File: config.mk
export PLATFORM = sky130hd
export DESIGN_NAME = cbp_fifo
export DESIGN_NICKNAME = d
export VERILOG_FILES = /design/src/rtl/core/cbp_fifo.sv
export SDC_FILE = /design/constraint.sdc
export NUM_CORES = 1
export LEC_CHECK = 0
export ABC_AREA = 1
export BUFFER_PORTS_ARGS = -buffer_cell sky130_fd_sc_hd__buf_2
export CORE_UTILIZATION = 41
export CTS_BUF_LIST = sky130_fd_sc_hd__clkbuf_4 sky130_fd_sc_hd__clkbuf_8
export CTS_CLUSTER_DIAMETER = 60
export DETAILED_ROUTE_END_ITERATION = 10
export GPL_TIMING_DRIVEN = 0
export SYNTH_ARGS = -nofsm -noshare
export SYNTH_HDL_FRONTEND = slang
export SYNTH_SLANG_ARGS = --single-unit
File: constraint.sdc
create_clock -name clk -period 2.61 [get_ports clk]
set_clock_uncertainty 0.1 [all_clocks]
set_input_delay 0 -clock clk [delete_from_list [all_inputs] [get_ports clk]]
set_output_delay 0 -clock clk [all_outputs]
set_load 0.02 [all_outputs]
File: src/rtl/core/cbp_fifo.sv
// small first-in first-out queue in registers
module cbp_fifo #(
	parameter int WIDTH = 8,
	parameter int DEPTH = 4
) (
	input  logic             clk,
	input  logic             arst_n,
	input  logic             push,
	input  logic [WIDTH-1:0] push_data,
	output logic             full,
	input  logic             pop,
	output logic [WIDTH-1:0] pop_data,
	output logic             empty
);

	localparam int PW = (DEPTH > 1) ? $clog2(DEPTH) : 1;

	logic [WIDTH-1:0] mem_q [DEPTH];
	logic [PW-1:0]    wr_q, rd_q;
	logic [PW:0]      cnt_q;

	assign full     = (cnt_q == (PW+1)'(DEPTH));
	assign empty    = (cnt_q == '0);
	assign pop_data = mem_q[rd_q];

	always_ff @(posedge clk) begin
		if (push && !full) begin
			mem_q[wr_q] <= push_data;
		end
	end

	always_ff @(posedge clk or negedge arst_n) begin
		if (!arst_n) begin
			wr_q  <= '0;
			rd_q  <= '0;
			cnt_q <= '0;
		end else begin
			if (push && !full) begin
				wr_q <= (wr_q == PW'(DEPTH-1)) ? '0 : wr_q + 1'b1;
			end
			if (pop && !empty) begin
				rd_q <= (rd_q == PW'(DEPTH-1)) ? '0 : rd_q + 1'b1;
			end
			cnt_q <= cnt_q + (PW+1)'(push && !full) - (PW+1)'(pop && !empty);
		end
	end

endmodule

==> results.ini <==
[outcome]
status=complete, no violations

[final_layout]
antennaDiodeCount=0
drive_above_1_share_pct=19.8
finalNetCount=211
area_growth_syn_to_layout_pct=22.8
final_cells=242
post-route-util_pct=53.2

[global_route]
grt_max_degree=14
grt_pass1_vias=1137
grt_pass1_wl_um=5240
antenna_found_initial=0
grt_usage_pct=16.7
overflow=0

[timing]
setup_tns_ns=0
rsz0062_at_grt=false
period_share_pct=81.3
relSlewSlack_pct=45.8
drv_slew=0
final_hold_viol_count=0
fin_crit_ns=2.12
setup_viol=0
max_freq_mhz=471
tightest_slew_ns=0.810

[pwr]
cellLeakagePower_nw=0.969
powerDensity_mw_per_mm2=1100
ir_drop_uv=560

[yosys]
synthCells=151
synthTopCellsByArea=edfxtp_1 (55%), dfrtp_1 (10%), nand2_1 (8.3%)
synth-seq-cells=39
syn_area_sq_mm=0.00176
yosys.cell_types.count=15
ys_seq_area_share_pct=64.6
synth_fp_nets=171
yosysTopAreaCell=edfxtp_1
yosysWarningCount=0
synth_top_area_share_pct=54.7
syn_avg_cell_area_sq_um=11.6

[cts]
cts_tree=done
cts_num_sinks=39
post_cts_buffers=0
cts-hold-fix-buffers=12
cts_made_buffers=5
cts.repair.resized=0
htreeDepth=2
cts.clk_slew.worst_paths_ns=0.08
cts-root-buf=clkbuf_8
insertion_delay_ns=0.29
cts_buffer_depth=2

[setup_path]
arrival_ns=2.26
critPathKind=register to register
crit_fanout=4
cp-start-kind=register
rr_worst_depth=10
cp_data_required_time_ns=2.74
critPathCaptureType=register

[placement]
io_buffer_count=21
routabilityCongestion=0.738
place_inst=222
hpwl_um=2050

[die]
die_h_um=67.5
io_pins=22
fp-row-count=23
fp.coreArea_sq_mm=0.00406
initial_core_util_pct=43.3
die_x_um=67.5
die_area_sq_mm=0.00455

[routing]
drc=0
drt_iter0_markers=29
routed_wl_um=3120
routed_via_density=4.67
final_antenna_net_count=0
dr.pass1.iters=4
vias=1131
avgRoutedWirePerCell_um=12.9

[run]
maxCapViolations=0

[min_path]
hold_depth=2
hold_path.class=input pin to register

==> logic make-up after synthesis <==
kind of cell	count (synthesis)	share of synthesized area [%]
adder cells (fa/ha/maj)	8	6.12
AND/OR/NAND/NOR	53	12.5
AO/OA/AOI/OAI	16	7.12
buffers and inverters	35	9.61
flip-flops	39	64.6
==> synthesized netlist by cell type <==
cell type,instances
nand2_4,1
o211ai_2,1
buf_6,5
dfrtp_1,7
fa_1,1
inv_1,30
ha_1,7
nand3b_1,1
nand3_1,4
nor2_1,6
nand2_1,39
nand2_2,1
o211ai_1,15
edfxtp_1,32
nor2_2,1
==> through the flow <==
step                hold WS [ns]  cell area (sq um)  total power, mW  setup slack, ns
finish                     0.353               2160             2.38            0.488
floorplan                 -0.396               1760             1.61            0.664
global placement          -0.261               1930             1.86            0.568
CTS                        0.354               2160             2.41            0.493
detailed placement        -0.248               1930             1.90            0.524
global route               0.361               2160             2.56            0.365
==> cells in the final DEF, fill, tap and decap left out <==
| master | synthesis | routed |
|---|---|---|
| fa_1 | 1 | 1 |
| dlygate4sd3_1 | 0 | 12 |
| clkinv_4 | 0 | 1 |
| o211ai_1 | 15 | 15 |
| o211ai_2 | 1 | 1 |
| nand2_4 | 1 | 1 |
| buf_6 | 5 | 5 |
| inv_1 | 30 | 30 |
| nor2_2 | 1 | 1 |
| nor2_1 | 6 | 6 |
| dfrtp_1 | 7 | 7 |
| nand3b_1 | 1 | 1 |
| nand2_1 | 39 | 39 |
| nand2_2 | 1 | 1 |
| buf_2 | 0 | 21 |
| ha_1 | 7 | 7 |
| clkbuf_8 | 0 | 5 |
| nand3_1 | 4 | 4 |
| clkinv_2 | 0 | 1 |
| edfxtp_1 | 32 | 32 |
| bufinv_16 | 0 | 1 |
==> worst paths after layout <==
path,from,slack (ns),end
max reg2reg,cnt_q[1],0.49,cnt_q[2]
min reg2reg,cnt_q[0],0.44,cnt_q[0]
max,cnt_q[1],0.49,cnt_q[2]
min in group asynchronous,arst_n,0.57,wr_q[0]
min,push_data[6],0.35,mem_q[1][6]
max in group asynchronous,arst_n,1.59,rd_q[0]
==> critical path, stage by stage (launching register included) <==
cell and delay, ns:
dfrtp_1 0.41, nor2_2 0.15, nand2_1 0.12, nand2_1 0.12, inv_1 0.06, ha_1 0.27
inv_1 0.04, ha_1 0.18, fa_1 0.38, nand3b_1 0.17, nand2_1 0.07
==> report_power, final <==
group	switching (mW)	internal, mW
Sequential	0.0674	0.839
Combinational	0.618	0.361
Clock	0.214	0.284
==> state kept, by name, summed over array words and instances, names as in the netlist <==
register / cells
mem_q: 32
cnt_q: 3
rd_q: 2
wr_q: 2
==> metal layers <==
layer | GRT usage [%] | share of wire, % | vias up | wire [um]
met5 | 0 | 0 | - | 0
met2 | 29.1 | 50 | 17 | 1570
met1 | 18.6 | 44 | 533 | 1360
li1 | - | - | 575 | -
met4 | 6.38 | 1.6 | 0 | 51
met3 | 5.74 | 4.4 | 6 | 136
==> cell type report <==
| class | instances | area, sq um |
|---|---|---|
| plain buffers | 5 | 56.3 |
| clock buffers | 5 | 68.8 |
| clock inverters | 3 | 43.8 |
| fillers | 358 | 1900 |
| multi-input cells | 77 | 453 |
| inverters | 30 | 113 |
| well taps | 50 | 62.6 |
| flip-flops and latches | 39 | 1140 |
| repair buffers | 33 | 225 |
No activity file was read; power rests on OpenSTA's default activity.
